--- config.mk ---
export PLATFORM = sky130hd
export DESIGN_NAME = source_token_lexer_unit_flat
export DESIGN_NICKNAME = d
export VERILOG_FILES = /design/src/hdl/stl_pkg.sv /design/src/hdl/stl_in_if.sv /design/src/hdl/stl_out_if.sv /design/src/hdl/stl_core.sv /design/src/hdl/stl_res_fifo.sv /design/src/hdl/source_token_lexer_unit.sv /design/src/flat_wrapper.sv
export SDC_FILE = /design/constraint.sdc
export NUM_CORES = 1
export LEC_CHECK = 0
export BUFFER_PORTS_ARGS = -buffer_cell sky130_fd_sc_hd__buf_2
export CAP_MARGIN = 20
export CORE_AREA = 10 10 192 194
export CTS_BUF_LIST = sky130_fd_sc_hd__clkbuf_16
export CTS_CLUSTER_DIAMETER = 200
export DETAILED_ROUTE_END_ITERATION = 8
export DIE_AREA = 0 0 202 204
export PLACE_DENSITY = 0.82
export SETUP_SLACK_MARGIN = 0.3
export SYNTH_ARGS = -nofsm -noshare
export SYNTH_HDL_FRONTEND = slang
export SYNTH_SLANG_ARGS = --single-unit
export TNS_END_PERCENT = 10
--- constraint.sdc ---
create_clock -name clk -period 8 [get_ports clk]
set_input_delay 0.4 -clock clk [delete_from_list [all_inputs] [get_ports clk]]
set_output_delay 0.4 -clock clk [all_outputs]
set_load 0.02 [all_outputs]
--- src/hdl/stl_pkg.sv ---
// ----------------------------------------------------------------------------
// stl_pkg
// Shared types, token codes, character classes and symbol and keyword tables
// for the source token lexer.
// ----------------------------------------------------------------------------
package stl_pkg;

  // Default widths of the running byte offset and of the open token length.
  localparam int OFFSET_BITS_DEF = 16;
  localparam int LENGTH_BITS_DEF = 12;

  // Fixed widths of the result fields.
  localparam int KIND_W   = 6;
  localparam int OFFSET_W = 16;
  localparam int LENGTH_W = 12;

  // Token kinds.
  localparam logic [KIND_W-1:0] K_IDENT_KW0 = 6'd0;
  localparam logic [KIND_W-1:0] K_SYM0      = 6'd8;
  localparam logic [KIND_W-1:0] K_INT       = 6'd55;
  localparam logic [KIND_W-1:0] K_HEX       = 6'd56;
  localparam logic [KIND_W-1:0] K_BIN       = 6'd57;
  localparam logic [KIND_W-1:0] K_FLOAT     = 6'd58;
  localparam logic [KIND_W-1:0] K_STRING    = 6'd59;
  localparam logic [KIND_W-1:0] K_IDENT     = 6'd60;
  localparam logic [KIND_W-1:0] K_MACRO     = 6'd61;
  localparam logic [KIND_W-1:0] K_ILLEGAL   = 6'd62;
  localparam logic [KIND_W-1:0] K_END       = 6'd63;

  // Character codes with a special meaning.
  localparam logic [7:0] CH_X     = 8'h78;
  localparam logic [7:0] CH_B     = 8'h62;
  localparam logic [7:0] CH_BANG  = 8'h21;
  localparam logic [7:0] CH_DOT   = 8'h2E;
  localparam logic [7:0] CH_UNDER = 8'h5F;
  localparam logic [7:0] CH_DQUOTE = 8'h22;
  localparam logic [7:0] CH_SQUOTE = 8'h27;
  localparam logic [7:0] CH_ZERO  = 8'h30;
  localparam logic [7:0] CH_ONE   = 8'h31;
  localparam logic [7:0] CH_NUL   = 8'h00;

  // Lexer mode.
  typedef enum logic [2:0] {
    MODE_IDLE  = 3'd0,
    MODE_NUM   = 3'd1,
    MODE_IDENT = 3'd2,
    MODE_STR   = 3'd3,
    MODE_SYM   = 3'd4
  } stl_mode_t;

  // One result item.
  typedef struct packed {
    logic [KIND_W-1:0]   kind;
    logic [OFFSET_W-1:0] offset;
    logic [LENGTH_W-1:0] length;
    logic                last;
  } stl_res_t;

  // Results produced by one input item, handed to the result queue.
  typedef struct packed {
    logic [1:0] cnt;
    stl_res_t   r0;
    stl_res_t   r1;
  } stl_push_t;

  // Outcome of a symbol table lookup.
  typedef struct packed {
    logic                hit;
    logic [KIND_W-1:0]   idx;
    logic                grows;
  } stl_sym_t;

  localparam int NSYM = 47;
  localparam int NKW  = 8;

  // Symbol text, first byte in the low bits, and symbol lengths.
  localparam logic [23:0] SYM_TEXT [NSYM] = '{
    24'h00002E, 24'h00002C, 24'h00003B, 24'h00003A, 24'h003A3A, 24'h003E2D,
    24'h00003F, 24'h00002B, 24'h00002D, 24'h00002A, 24'h00002F, 24'h002A2A,
    24'h000025, 24'h000026, 24'h00007E, 24'h003C3C, 24'h003E3E, 24'h00005E,
    24'h00007C, 24'h000021, 24'h002B2B, 24'h002D2D, 24'h002626, 24'h007C7C,
    24'h00003C, 24'h00003E, 24'h002E2E, 24'h000028, 24'h000029, 24'h00005B,
    24'h00005D, 24'h00007B, 24'h00007D, 24'h00003D, 24'h003D3D, 24'h003D2B,
    24'h003D2A, 24'h003D2F, 24'h3D2A2A, 24'h003D25, 24'h003D26, 24'h003D5E,
    24'h003D7C, 24'h003D21, 24'h003D3C, 24'h003D3E, 24'h3D2E2E
  };
  localparam logic [1:0] SYM_LEN [NSYM] = '{
    2'd1, 2'd1, 2'd1, 2'd1, 2'd2, 2'd2, 2'd1, 2'd1, 2'd1, 2'd1, 2'd1, 2'd2,
    2'd1, 2'd1, 2'd1, 2'd2, 2'd2, 2'd1, 2'd1, 2'd1, 2'd2, 2'd2, 2'd2, 2'd2,
    2'd1, 2'd1, 2'd2, 2'd1, 2'd1, 2'd1, 2'd1, 2'd1, 2'd1, 2'd1, 2'd2, 2'd2,
    2'd2, 2'd2, 2'd3, 2'd2, 2'd2, 2'd2, 2'd2, 2'd2, 2'd2, 2'd2, 2'd3
  };

  // Keywords, first byte in the low bits, padded with zero bytes.
  localparam logic [39:0] KW_TEXT [NKW] = '{
    40'h0000726176, 40'h6F7263616D, 40'h00636E7566, 40'h0065707974,
    40'h656C696877, 40'h0000726F66, 40'h0000006669, 40'h0065736C65
  };
  localparam logic [2:0] KW_LEN [NKW] = '{
    3'd3, 3'd5, 3'd4, 3'd4, 3'd5, 3'd3, 3'd2, 3'd4
  };

  function automatic logic is_digit(input logic [7:0] c);
    return (c >= 8'h30) && (c <= 8'h39);
  endfunction

  function automatic logic is_alpha(input logic [7:0] c);
    return ((c >= 8'h61) && (c <= 8'h7A)) || ((c >= 8'h41) && (c <= 8'h5A));
  endfunction

  function automatic logic is_xdigit(input logic [7:0] c);
    return is_digit(c) || ((c >= 8'h61) && (c <= 8'h66)) ||
           ((c >= 8'h41) && (c <= 8'h46));
  endfunction

  function automatic logic is_word(input logic [7:0] c);
    return is_alpha(c) || is_digit(c) || (c == CH_UNDER);
  endfunction

  function automatic logic is_space(input logic [7:0] c);
    return (c == 8'h20) || ((c >= 8'h09) && (c <= 8'h0D));
  endfunction

  // Looks up the first len bytes of b; also tells whether a symbol one byte
  // longer starts with them.
  function automatic stl_sym_t sym_lookup(input logic [23:0] b, input logic [1:0] len);
    stl_sym_t   r;
    logic [23:0] m;
    logic [2:0]  len_up;
    r = '0;
    len_up = {1'b0, len} + 3'd1;
    case (len)
      2'd1:    m = 24'h0000FF;
      2'd2:    m = 24'h00FFFF;
      2'd3:    m = 24'hFFFFFF;
      default: m = 24'h000000;
    endcase
    for (int i = 0; i < NSYM; i++) begin
      if ((SYM_TEXT[i] & m) == (b & m)) begin
        if (SYM_LEN[i] == len && !r.hit) begin
          r.hit = 1'b1;
          r.idx = K_SYM0 + KIND_W'(i);
        end
        if ({1'b0, SYM_LEN[i]} == len_up) begin
          r.grows = 1'b1;
        end
      end
    end
    return r;
  endfunction

endpackage

--- src/hdl/stl_in_if.sv ---
// ----------------------------------------------------------------------------
// stl_in_if
// Source byte channel: one text byte or end-of-text mark per item.
// ----------------------------------------------------------------------------
interface stl_in_if;
  logic       valid;
  logic       ready;
  logic [7:0] text_byte;
  logic       end_of_text;

  modport source (output valid, output text_byte, output end_of_text, input ready);
  modport sink   (input valid, input text_byte, input end_of_text, output ready);
endinterface

--- src/hdl/stl_out_if.sv ---
// ----------------------------------------------------------------------------
// stl_out_if
// Token channel: one token per item.
// ----------------------------------------------------------------------------
interface stl_out_if;
  logic        valid;
  logic        ready;
  logic [5:0]  token_kind;
  logic [15:0] token_offset;
  logic [11:0] token_length;
  logic        last_of_run;

  modport source (output valid, output token_kind, output token_offset,
                  output token_length, output last_of_run, input ready);
  modport sink   (input valid, input token_kind, input token_offset,
                  input token_length, input last_of_run, output ready);
endinterface

--- src/hdl/stl_core.sv ---
// ----------------------------------------------------------------------------
// stl_core
// Lexer state registers and the per-byte decision logic. Each accepted item
// updates the state and yields zero, one or two tokens.
// ----------------------------------------------------------------------------
module stl_core #(
  parameter int OFFSET_BITS = stl_pkg::OFFSET_BITS_DEF,
  parameter int LENGTH_BITS = stl_pkg::LENGTH_BITS_DEF
) (
  input  logic               clk,
  input  logic               rst_n,
  input  logic               acc,
  input  logic [7:0]         text_byte,
  input  logic               end_of_text,
  output stl_pkg::stl_push_t push
);

  // State registers.
  stl_pkg::stl_mode_t        mode_r, mode_nxt;
  logic [5:0]                kind_r, kind_nxt;
  logic [OFFSET_BITS-1:0]    start_r, start_nxt;
  logic [LENGTH_BITS-1:0]    len_r, len_nxt;
  logic [OFFSET_BITS-1:0]    pos_r, pos_nxt;
  logic [39:0]               prefix_r, prefix_nxt;
  logic [7:0]                quote_r, quote_nxt;
  logic [15:0]               pend_r, pend_nxt;
  logic                      lz_r, lz_nxt;

  // Shared decode.
  logic                      is_end;
  logic [LENGTH_BITS-1:0]    glen;
  logic [OFFSET_BITS-1:0]    pos_inc;
  logic [5:0]                word_kind;
  logic [31:0]               len_w;
  logic                      num_take;
  logic [5:0]                num_kind;
  logic [1:0]                sym_len;
  logic [23:0]               sym_bytes;
  stl_pkg::stl_sym_t         sym_close, sym_next, sym_one;
  logic                      sym_cont;
  logic                      macro_hit;
  logic                      go_begin;
  logic                      do_close;
  logic [5:0]                close_kind;

  function automatic logic [15:0] to_off(input logic [OFFSET_BITS-1:0] v);
    logic [47:0] w;
    w = 48'(v);
    return w[15:0];
  endfunction

  function automatic logic [11:0] to_len(input logic [LENGTH_BITS-1:0] v);
    logic [31:0] w;
    w = 32'(v);
    return w[11:0];
  endfunction

  function automatic stl_pkg::stl_res_t mk(input logic [5:0] k, input logic [15:0] o,
                                           input logic [11:0] l);
    stl_pkg::stl_res_t r;
    r.kind   = k;
    r.offset = o;
    r.length = l;
    r.last   = 1'b0;
    return r;
  endfunction

  // Classification of the current byte against the open token.
  always_comb begin
    is_end  = end_of_text || (text_byte == stl_pkg::CH_NUL);
    glen    = (len_r != '1) ? len_r + 1'b1 : len_r;
    pos_inc = (pos_r != '1) ? pos_r + 1'b1 : pos_r;
    len_w   = 32'(len_r);

    word_kind = stl_pkg::K_IDENT;
    for (int i = stl_pkg::NKW - 1; i >= 0; i--) begin
      if (len_w == 32'(stl_pkg::KW_LEN[i]) && prefix_r == stl_pkg::KW_TEXT[i]) begin
        word_kind = stl_pkg::K_IDENT_KW0 + 6'(i);
      end
    end

    num_take = 1'b0;
    num_kind = kind_r;
    if (kind_r == stl_pkg::K_INT) begin
      if (lz_r && len_w == 32'd1 &&
          (text_byte == stl_pkg::CH_X || text_byte == stl_pkg::CH_B)) begin
        num_take = 1'b1;
        num_kind = (text_byte == stl_pkg::CH_X) ? stl_pkg::K_HEX : stl_pkg::K_BIN;
      end else if (stl_pkg::is_digit(text_byte)) begin
        num_take = 1'b1;
      end else if (text_byte == stl_pkg::CH_DOT) begin
        num_take = 1'b1;
        num_kind = stl_pkg::K_FLOAT;
      end
    end else if (kind_r == stl_pkg::K_FLOAT) begin
      num_take = stl_pkg::is_digit(text_byte);
    end else if (kind_r == stl_pkg::K_HEX) begin
      num_take = stl_pkg::is_xdigit(text_byte);
    end else begin
      num_take = (text_byte == stl_pkg::CH_ZERO) || (text_byte == stl_pkg::CH_ONE);
    end

    sym_len   = len_r[1:0];
    sym_close = stl_pkg::sym_lookup({8'h00, pend_r}, sym_len);
    case (sym_len)
      2'd1:    sym_bytes = {8'h00, text_byte, pend_r[7:0]};
      2'd2:    sym_bytes = {text_byte, pend_r};
      default: sym_bytes = {8'h00, pend_r};
    endcase
    sym_next  = stl_pkg::sym_lookup(sym_bytes, sym_len + 2'd1);
    sym_one   = stl_pkg::sym_lookup({16'h0000, text_byte}, 2'd1);
    sym_cont  = (mode_r == stl_pkg::MODE_SYM) && (sym_len != 2'd3) && sym_next.hit;

    macro_hit = (mode_r == stl_pkg::MODE_IDENT) && !stl_pkg::is_word(text_byte) &&
                (text_byte == stl_pkg::CH_BANG) && (word_kind == stl_pkg::K_IDENT);

    go_begin = 1'b0;
    if (!is_end) begin
      case (mode_r)
        stl_pkg::MODE_IDLE:  go_begin = 1'b1;
        stl_pkg::MODE_NUM:   go_begin = !num_take;
        stl_pkg::MODE_IDENT: go_begin = !stl_pkg::is_word(text_byte) && !macro_hit;
        stl_pkg::MODE_SYM:   go_begin = !sym_cont;
        default:             go_begin = 1'b0;
      endcase
    end
    do_close = (mode_r != stl_pkg::MODE_IDLE) && (is_end || go_begin);

    case (mode_r)
      stl_pkg::MODE_IDENT: close_kind = word_kind;
      stl_pkg::MODE_STR:   close_kind = stl_pkg::K_ILLEGAL;
      stl_pkg::MODE_SYM:   close_kind = sym_close.hit ? sym_close.idx : stl_pkg::K_ILLEGAL;
      default:             close_kind = kind_r;
    endcase
  end

  // Next state.
  always_comb begin
    mode_nxt   = mode_r;
    kind_nxt   = kind_r;
    start_nxt  = start_r;
    len_nxt    = len_r;
    pos_nxt    = pos_r;
    prefix_nxt = prefix_r;
    quote_nxt  = quote_r;
    pend_nxt   = pend_r;
    lz_nxt     = lz_r;
    if (is_end) begin
      mode_nxt   = stl_pkg::MODE_IDLE;
      kind_nxt   = '0;
      start_nxt  = '0;
      len_nxt    = '0;
      pos_nxt    = '0;
      prefix_nxt = '0;
      quote_nxt  = '0;
      pend_nxt   = '0;
      lz_nxt     = 1'b0;
    end else begin
      pos_nxt = pos_inc;
      case (mode_r)
        stl_pkg::MODE_NUM: begin
          lz_nxt = 1'b0;
          if (num_take) begin
            kind_nxt = num_kind;
            len_nxt  = glen;
          end
        end
        stl_pkg::MODE_IDENT: begin
          if (stl_pkg::is_word(text_byte)) begin
            if (len_w < 32'd5) begin
              prefix_nxt = prefix_r | (40'(text_byte) << (8 * len_w[2:0]));
            end
            len_nxt = glen;
          end else if (macro_hit) begin
            len_nxt  = glen;
            mode_nxt = stl_pkg::MODE_IDLE;
          end
        end
        stl_pkg::MODE_STR: begin
          len_nxt = glen;
          if (text_byte == quote_r) begin
            mode_nxt = stl_pkg::MODE_IDLE;
          end
        end
        stl_pkg::MODE_SYM: begin
          if (sym_cont) begin
            len_nxt = LENGTH_BITS'(sym_len + 2'd1);
            if (sym_len == 2'd1) begin
              pend_nxt = {text_byte, pend_r[7:0]};
            end
            if (!sym_next.grows) begin
              mode_nxt = stl_pkg::MODE_IDLE;
            end
          end
        end
        default: ;
      endcase
      if (go_begin) begin
        mode_nxt  = stl_pkg::MODE_IDLE;
        start_nxt = pos_r;
        len_nxt   = LENGTH_BITS'(1);
        if (stl_pkg::is_space(text_byte)) begin
          mode_nxt = stl_pkg::MODE_IDLE;
        end else if (stl_pkg::is_digit(text_byte)) begin
          mode_nxt = stl_pkg::MODE_NUM;
          kind_nxt = stl_pkg::K_INT;
          lz_nxt   = (text_byte == stl_pkg::CH_ZERO);
        end else if (stl_pkg::is_alpha(text_byte) || text_byte == stl_pkg::CH_UNDER) begin
          mode_nxt   = stl_pkg::MODE_IDENT;
          kind_nxt   = stl_pkg::K_IDENT;
          prefix_nxt = 40'(text_byte);
        end else if (text_byte == stl_pkg::CH_DQUOTE || text_byte == stl_pkg::CH_SQUOTE) begin
          mode_nxt  = stl_pkg::MODE_STR;
          kind_nxt  = stl_pkg::K_STRING;
          quote_nxt = text_byte;
        end else if (sym_one.hit && sym_one.grows) begin
          mode_nxt = stl_pkg::MODE_SYM;
          pend_nxt = {8'h00, text_byte};
        end
      end
    end
  end

  // Result tokens for this item.
  always_comb begin
    stl_pkg::stl_res_t ra, rb;
    logic ea, eb;
    ea = do_close;
    ra = mk(close_kind, to_off(start_r), to_len(len_r));
    eb = 1'b0;
    rb = mk(stl_pkg::K_END, to_off(pos_r), 12'd0);
    if (is_end) begin
      eb = 1'b1;
    end else if (macro_hit) begin
      eb = 1'b1;
      rb = mk(stl_pkg::K_MACRO, to_off(start_r), to_len(glen));
    end else if (mode_r == stl_pkg::MODE_STR && text_byte == quote_r) begin
      eb = 1'b1;
      rb = mk(stl_pkg::K_STRING, to_off(start_r), to_len(glen));
    end else if (sym_cont && !sym_next.grows) begin
      eb = 1'b1;
      rb = mk(sym_next.idx, to_off(start_r), 12'(sym_len) + 12'd1);
    end else if (go_begin && !stl_pkg::is_space(text_byte) &&
                 !stl_pkg::is_word(text_byte) && text_byte != stl_pkg::CH_DQUOTE &&
                 text_byte != stl_pkg::CH_SQUOTE) begin
      if (!sym_one.hit) begin
        eb = 1'b1;
        rb = mk(stl_pkg::K_ILLEGAL, to_off(pos_r), 12'd1);
      end else if (!sym_one.grows) begin
        eb = 1'b1;
        rb = mk(sym_one.idx, to_off(pos_r), 12'd1);
      end
    end
    push.r0 = '0;
    push.r1 = '0;
    push.cnt = '0;
    if (acc) begin
      push.cnt = {1'b0, ea} + {1'b0, eb};
      if (ea) begin
        push.r0 = ra;
        push.r1 = rb;
      end else begin
        push.r0 = rb;
      end
      if (ea && eb) begin
        push.r1.last = 1'b1;
      end else begin
        push.r0.last = 1'b1;
      end
    end
  end

  // State update on an accepted item.
  always_ff @(posedge clk) begin
    if (!rst_n) begin
      mode_r   <= stl_pkg::MODE_IDLE;
      kind_r   <= '0;
      start_r  <= '0;
      len_r    <= '0;
      pos_r    <= '0;
      prefix_r <= '0;
      quote_r  <= '0;
      pend_r   <= '0;
      lz_r     <= 1'b0;
    end else if (acc) begin
      mode_r   <= mode_nxt;
      kind_r   <= kind_nxt;
      start_r  <= start_nxt;
      len_r    <= len_nxt;
      pos_r    <= pos_nxt;
      prefix_r <= prefix_nxt;
      quote_r  <= quote_nxt;
      pend_r   <= pend_nxt;
      lz_r     <= lz_nxt;
    end
  end

endmodule

--- src/hdl/stl_res_fifo.sv ---
// ----------------------------------------------------------------------------
// stl_res_fifo
// Four-entry token queue: up to two tokens in per cycle, one out on ready.
// ----------------------------------------------------------------------------
module stl_res_fifo (
  input  logic               clk,
  input  logic               rst_n,
  input  stl_pkg::stl_push_t push,
  output logic               room,
  output logic               out_valid,
  input  logic               out_ready,
  output stl_pkg::stl_res_t  out_res
);

  stl_pkg::stl_res_t mem [4];
  logic [1:0] wr_r, wr_nxt;
  logic [1:0] rd_r, rd_nxt;
  logic [2:0] cnt_r, cnt_nxt;
  logic       pop;

  // Queue control.
  always_comb begin
    pop       = out_valid && out_ready;
    wr_nxt    = wr_r + push.cnt;
    rd_nxt    = rd_r + {1'b0, pop};
    cnt_nxt   = cnt_r + {1'b0, push.cnt} - {2'b00, pop};
    room      = (cnt_r <= 3'd2);
    out_valid = (cnt_r != 3'd0);
    out_res   = mem[rd_r];
  end

  always_ff @(posedge clk) begin
    if (!rst_n) begin
      wr_r  <= '0;
      rd_r  <= '0;
      cnt_r <= '0;
    end else begin
      wr_r  <= wr_nxt;
      rd_r  <= rd_nxt;
      cnt_r <= cnt_nxt;
    end
  end

  // Token storage.
  always_ff @(posedge clk) begin
    if (push.cnt != 2'd0) begin
      mem[wr_r] <= push.r0;
    end
    if (push.cnt == 2'd2) begin
      mem[wr_r + 2'd1] <= push.r1;
    end
  end

`ifndef ASSERT_OFF
  a_no_overflow: assert property (@(posedge clk) disable iff (!rst_n)
    (push.cnt != 2'd0) |-> (cnt_r <= 3'd2))
    else $error("token queue written without room");
  a_cnt_bound: assert property (@(posedge clk) disable iff (!rst_n)
    cnt_r <= 3'd4)
    else $error("token queue count out of range");
  a_cnt_track: assert property (@(posedge clk) disable iff (!rst_n)
    (pop && push.cnt == 2'd0) |=> (cnt_r == $past(cnt_r) - 3'd1))
    else $error("token queue count lost a pop");
  a_ptr_gap: assert property (@(posedge clk) disable iff (!rst_n)
    (cnt_r != 3'd4) |-> (wr_r - rd_r == cnt_r[1:0]))
    else $error("token queue pointers disagree with count");
`endif

endmodule

--- src/hdl/source_token_lexer_unit.sv ---
// ----------------------------------------------------------------------------
// source_token_lexer_unit
// Streaming maximal-munch lexer: source bytes in, tokens out.
// ----------------------------------------------------------------------------
// The lexer takes one source byte per cycle while in_ready is high and
// decides its effect in the same cycle; a byte yields no token, one token,
// or two tokens (the token it closes and one it completes). Tokens leave
// through a four-entry queue at one per cycle, so in_ready drops only while
// more than two tokens are waiting; the output port sets the sustained rate,
// and bytes that close two tokens cost an extra output slot. Tokens are
// queued in registers before output. End of text, or a zero byte, flushes
// the open token, emits the end token and restarts offsets at zero.
module source_token_lexer_unit #(
  parameter int OFFSET_BITS = stl_pkg::OFFSET_BITS_DEF,
  parameter int LENGTH_BITS = stl_pkg::LENGTH_BITS_DEF
) (
  input logic       clk,
  input logic       rst_n,
  stl_in_if.sink    in_ch,
  stl_out_if.source out_ch
);

  stl_pkg::stl_push_t push;
  stl_pkg::stl_res_t  res;
  logic               room;
  logic               acc;

  assign in_ch.ready = room;
  assign acc         = in_ch.valid && room;

  // Per-byte decision and lexer state.
  stl_core #(
    .OFFSET_BITS(OFFSET_BITS),
    .LENGTH_BITS(LENGTH_BITS)
  ) u_core (
    .clk         (clk),
    .rst_n       (rst_n),
    .acc         (acc),
    .text_byte   (in_ch.text_byte),
    .end_of_text (in_ch.end_of_text),
    .push        (push)
  );

  // Token queue toward the output.
  stl_res_fifo u_fifo (
    .clk       (clk),
    .rst_n     (rst_n),
    .push      (push),
    .room      (room),
    .out_valid (out_ch.valid),
    .out_ready (out_ch.ready),
    .out_res   (res)
  );

  assign out_ch.token_kind   = res.kind;
  assign out_ch.token_offset = res.offset;
  assign out_ch.token_length = res.length;
  assign out_ch.last_of_run  = res.last;

endmodule
--- src/flat_wrapper.sv ---
// flat-port wrapper written by rule: the top's interface ports become plain ports
module source_token_lexer_unit_flat 
#(
  parameter int OFFSET_BITS = stl_pkg::OFFSET_BITS_DEF,
  parameter int LENGTH_BITS = stl_pkg::LENGTH_BITS_DEF
)
  (clk, rst_n, in_ch_valid, in_ch_text_byte, in_ch_end_of_text, in_ch_ready, out_ch_valid, out_ch_token_kind, out_ch_token_offset, out_ch_token_length, out_ch_last_of_run, out_ch_ready);
  stl_in_if in_ch_i ();
  stl_out_if out_ch_i ();
  input logic clk;
  input logic rst_n;
  input wire logic [$bits(in_ch_i.valid)-1:0] in_ch_valid;
  input wire logic [$bits(in_ch_i.text_byte)-1:0] in_ch_text_byte;
  input wire logic [$bits(in_ch_i.end_of_text)-1:0] in_ch_end_of_text;
  output wire logic [$bits(in_ch_i.ready)-1:0] in_ch_ready;
  output wire logic [$bits(out_ch_i.valid)-1:0] out_ch_valid;
  output wire logic [$bits(out_ch_i.token_kind)-1:0] out_ch_token_kind;
  output wire logic [$bits(out_ch_i.token_offset)-1:0] out_ch_token_offset;
  output wire logic [$bits(out_ch_i.token_length)-1:0] out_ch_token_length;
  output wire logic [$bits(out_ch_i.last_of_run)-1:0] out_ch_last_of_run;
  input wire logic [$bits(out_ch_i.ready)-1:0] out_ch_ready;
  assign in_ch_i.valid = in_ch_valid;
  assign in_ch_i.text_byte = in_ch_text_byte;
  assign in_ch_i.end_of_text = in_ch_end_of_text;
  assign in_ch_ready = in_ch_i.ready;
  assign out_ch_valid = out_ch_i.valid;
  assign out_ch_token_kind = out_ch_i.token_kind;
  assign out_ch_token_offset = out_ch_i.token_offset;
  assign out_ch_token_length = out_ch_i.token_length;
  assign out_ch_last_of_run = out_ch_i.last_of_run;
  assign out_ch_i.ready = out_ch_ready;
  source_token_lexer_unit #(.OFFSET_BITS(OFFSET_BITS), .LENGTH_BITS(LENGTH_BITS)) u_core (.clk(clk), .rst_n(rst_n), .in_ch(in_ch_i), .out_ch(out_ch_i));
endmodule
==> impl_metrics.env <==
export IMPL_synth_top_area_share_pct=23.4
export IMPL_path_cells="inv_1, ha_1, nor2b_1, o2111ai_1, nor4_1, o21ai_1, nor3_2, nor3_4, a41o_1, nor4_4, or4_1, ha_1, nand2_1, nor2_1, nand2_1, nor2_1, buf_4, xnor2_2, nand2_2, o22ai_1"
export IMPL_hp_class="input port to flip-flop"
export IMPL_grt_pass1_wl_um=98700
export IMPL_layout_commonest_cell="nor2_1"
export IMPL_hold_depth=3
export IMPL_antenna_found_initial=0
export IMPL_via_count=17600
export IMPL_synthTopCellsByArea="edfxtp_1, dfxtp_1, nor2_1"
export IMPL_leakagePower_nw=6.39
export IMPL_switchingPower_mw=1.38
export IMPL_fmaxAchievable_ghz=0.142
export IMPL_hold_violations=0
export IMPL_fin_setup_tns_ps=0
export IMPL_clkTransAtPathRegs_ps=60
export IMPL_cp_data_required_time_ps=8380
export IMPL_fin_skew_ps=14.9
export IMPL_pwr_density_cell_nw_per_um2=207
export IMPL_path_depth=20
export IMPL_period_share_pct=88.2
export IMPL_yosysUniqueCellTypes=124
export IMPL_rr_worst_depth=20
export IMPL_wire_per_inst_um=25.7
export IMPL_viasPerCell=7.13
export IMPL_post_place_ws_ps=1210
export IMPL_reg2reg_from="u_core.u_core.len_r[1]"
export IMPL_critPathKind="flip-flop to flip-flop"
export IMPL_r2r_slack_ps=940
export IMPL_syn_num_nets=2056
export IMPL_htree_levels=1
export IMPL_cts_num_sinks=265
export IMPL_port_buffers=49
export IMPL_crit_buf_inv=2
export IMPL_fin_util_pct=58.7
export IMPL_yosysTopAreaCell="edfxtp_1"
export IMPL_track_usage_pct=29.8
export IMPL_fin_nets=2032
export IMPL_hold_end="u_core.u_core.quote_r[0]"
export IMPL_ys_flop_type="edfxtp_1"
export IMPL_worstPathArrival_ps=7440
export IMPL_layout_setup_ws_ps=942
export IMPL_synth_edff_count=140
export IMPL_die_area_um2=41200
export IMPL_ant_nets=0
export IMPL_fin_crit_ps=7060
export IMPL_cts_buffer_depth=3
export IMPL_outcome="complete, no violations"
export IMPL_cp_max_fo=20
export IMPL_place_hpwl_um=44800
export IMPL_grt_setup_unrepaired="false"
export IMPL_core_um2=33100
export IMPL_max_stage_delay_ps=810
export IMPL_peakVddDrop_mv=0.227
export IMPL_layout_common_cells="nor2_1, nand2_1, edfxtp_1"
export IMPL_cts_buffers_inserted=28
export IMPL_die_width_um=202
export IMPL_worstMarginPinSlew_ps=1190
export IMPL_root_buffer="clkbuf_16"
export IMPL_crit_path_end_kind="flip-flop"
export IMPL_clk_latency_ps=580
export IMPL_syn_inst=2027
export IMPL_async_reset_ff_share_pct=0
export IMPL_grt_pass1_vias=16800
export IMPL_grt_max_degree=53
export IMPL_gp_congestion=1.04
export IMPL_pwr_share_comb_pct=29.1
export IMPL_cts_resized=0
export IMPL_die_y_um=204
export IMPL_layout_drive_gt1_share_pct=13.2
export IMPL_drc=0
export IMPL_syn_area_um2=17900
export IMPL_p_seq_share_pct=38.5
export IMPL_cts_hold_buf=0
export IMPL_p_sw_share_pct=34.4
export IMPL_drv_cap=0
export IMPL_pin_count=50
export IMPL_path_delay_family="simple AND/OR/NAND/NOR gates"
export IMPL_fp_row_count=67
export IMPL_start_util_pct=54.2
export IMPL_cts_setup_buffers=0
export IMPL_min_delay_start="in_ch_end_of_text"
export IMPL_yosysSeqAreaShare_pct=37.4
export IMPL_slowest_stage="ha_1"
export IMPL_area_delta_synth_final_pct=8.31
export IMPL_crit_path_start_kind="flip-flop"
export IMPL_internal_power_mw=2.64
export IMPL_fin_hold_ws_ps=289
export IMPL_drt_iter0_drc=2553
export IMPL_synth_seq_cells=265
export IMPL_ys_warnings_count=0
export IMPL_syn_avg_cell_area_um2=8.85
export IMPL_p_clk_share_pct=32.4
export IMPL_drv_slew=0
export IMPL_slew_headroom_pct=19.5
export IMPL_r2r_end="u_core.u_fifo.mem[2][22]"
export IMPL_tritoncts="built"
export IMPL_grt_overflow_total=0
export IMPL_first_pass_iters=7
export IMPL_setup_viol=0
export IMPL_wirelength_um=63500
-- registers in the layout, indices dropped and copies added, names as in the netlist --
signal and count:
u_core.u_core.kind_r 6, u_core.u_core.mode_r 3, u_core.u_core.quote_r 8, u_core.u_fifo.mem 140, u_core.u_core.pend_r 16, u_core.u_fifo.cnt_r 3, u_core.u_core.prefix_r 40, u_core.u_fifo.rd_r 2
u_core.u_core.start_r 16, u_core.u_fifo.wr_r 2, u_core.u_core.len_r 12, u_core.u_core.pos_r 16, u_core.u_core.lz_r 1
-- cells by family (layout without fill, tap and decap cells) --
kind of cell / Yosys count / after routing / share of synthesized area, %
other: 0 / 1 / 0
DFF: 265 / 265 / 37.4
AOI/OAI and AO/OA: 613 / 613 / 24.3
xor gates and xnor gates: 36 / 36 / 1.93
buffers and inverters: 185 / 183 / 4.42
and+or+nand+nor: 859 / 859 / 25.4
muxes: 53 / 53 / 5.40
adders and majority gates: 16 / 16 / 1.16
-- power groups by stage --
stage / registers [mW] / logic (mW) / clock network (mW)
2_1_floorplan: 1.56 / 0.815 / 0
3_3_place_gp: 1.57 / 1.14 / 0
3_5_place_dp: 1.58 / 1.15 / 0
4_1_cts: 1.55 / 1.15 / 1.31
5_1_grt: 1.56 / 1.25 / 1.36
6_report: 1.55 / 1.17 / 1.30
-- stage by stage --
step / power (mW) / instance area (um2) / cells
after global placement: 2.71 / 18500 / 2419
final: 4.03 / 19400 / 2474
after floorplan: 2.38 / 17900 / 2027
after detailed placement: 2.72 / 18500 / 2419
after global routing: 4.17 / 19400 / 2473
after CTS: 4.01 / 19400 / 2471
-- tightest hold or removal path, delay by kind of cell --
kind            cells  cell delay [ps]
simple gates        1              170
compound gates      1               60
buf+inv             1              180
-- synthesized netlist by cell type (18+ instances only) --
master / n
nor2_1: 246
nand2_1: 192
edfxtp_1: 140
dfxtp_1: 125
a21oi_1: 112
o21ai_0: 95
clkbuf_1: 78
nand3_1: 77
o22ai_1: 71
nor3_1: 61
a22o_1: 42
buf_2: 39
mux4_2: 35
inv_1: 33
nor4_1: 31
a22oi_1: 30
nand4_1: 30
a211oi_1: 26
and2_1: 26
a31oi_1: 25
and3_1: 21
buf_1: 21
nor2b_1: 21
mux2i_1: 18
-- routing by layer --
layer	routed length, um	GRT usage (%)	part of all wire (%)
met1	24400	37.6	38
met2	29400	48.9	46
met3	6330	5.17	10
met4	3430	14.4	5.4
met5	0	0	0
-- worst max path at each step --
| stage | startpoint | end | slack [ps] |
|---|---|---|---|
| after detailed placement | u_core.u_core.len_r[1] | u_core.u_fifo.cnt_r[2] | 1210 |
| after global placement | u_core.u_core.len_r[1] | u_core.u_fifo.cnt_r[2] | 1410 |
| after global routing | u_core.u_core.len_r[1] | u_core.u_fifo.mem[2][22] | 610 |
| after floorplan | u_core.u_core.len_r[0] | u_core.u_fifo.mem[3][0] | 540 |
| final | u_core.u_core.len_r[1] | u_core.u_fifo.mem[2][22] | 940 |
| after CTS | u_core.u_core.len_r[1] | u_core.u_fifo.cnt_r[2] | 1110 |
-- area by class of cell --
type,count,area [um2]
flip-flops and latches,265,6710
diodes,1,2.50
clock inverters,24,220
well taps,448,561
multi-input cells,1577,10500
clock buffers,28,701
repair buffers,95,621
inverters,36,140
fillers,2845,13700
(Power assumes the default switching activity.)
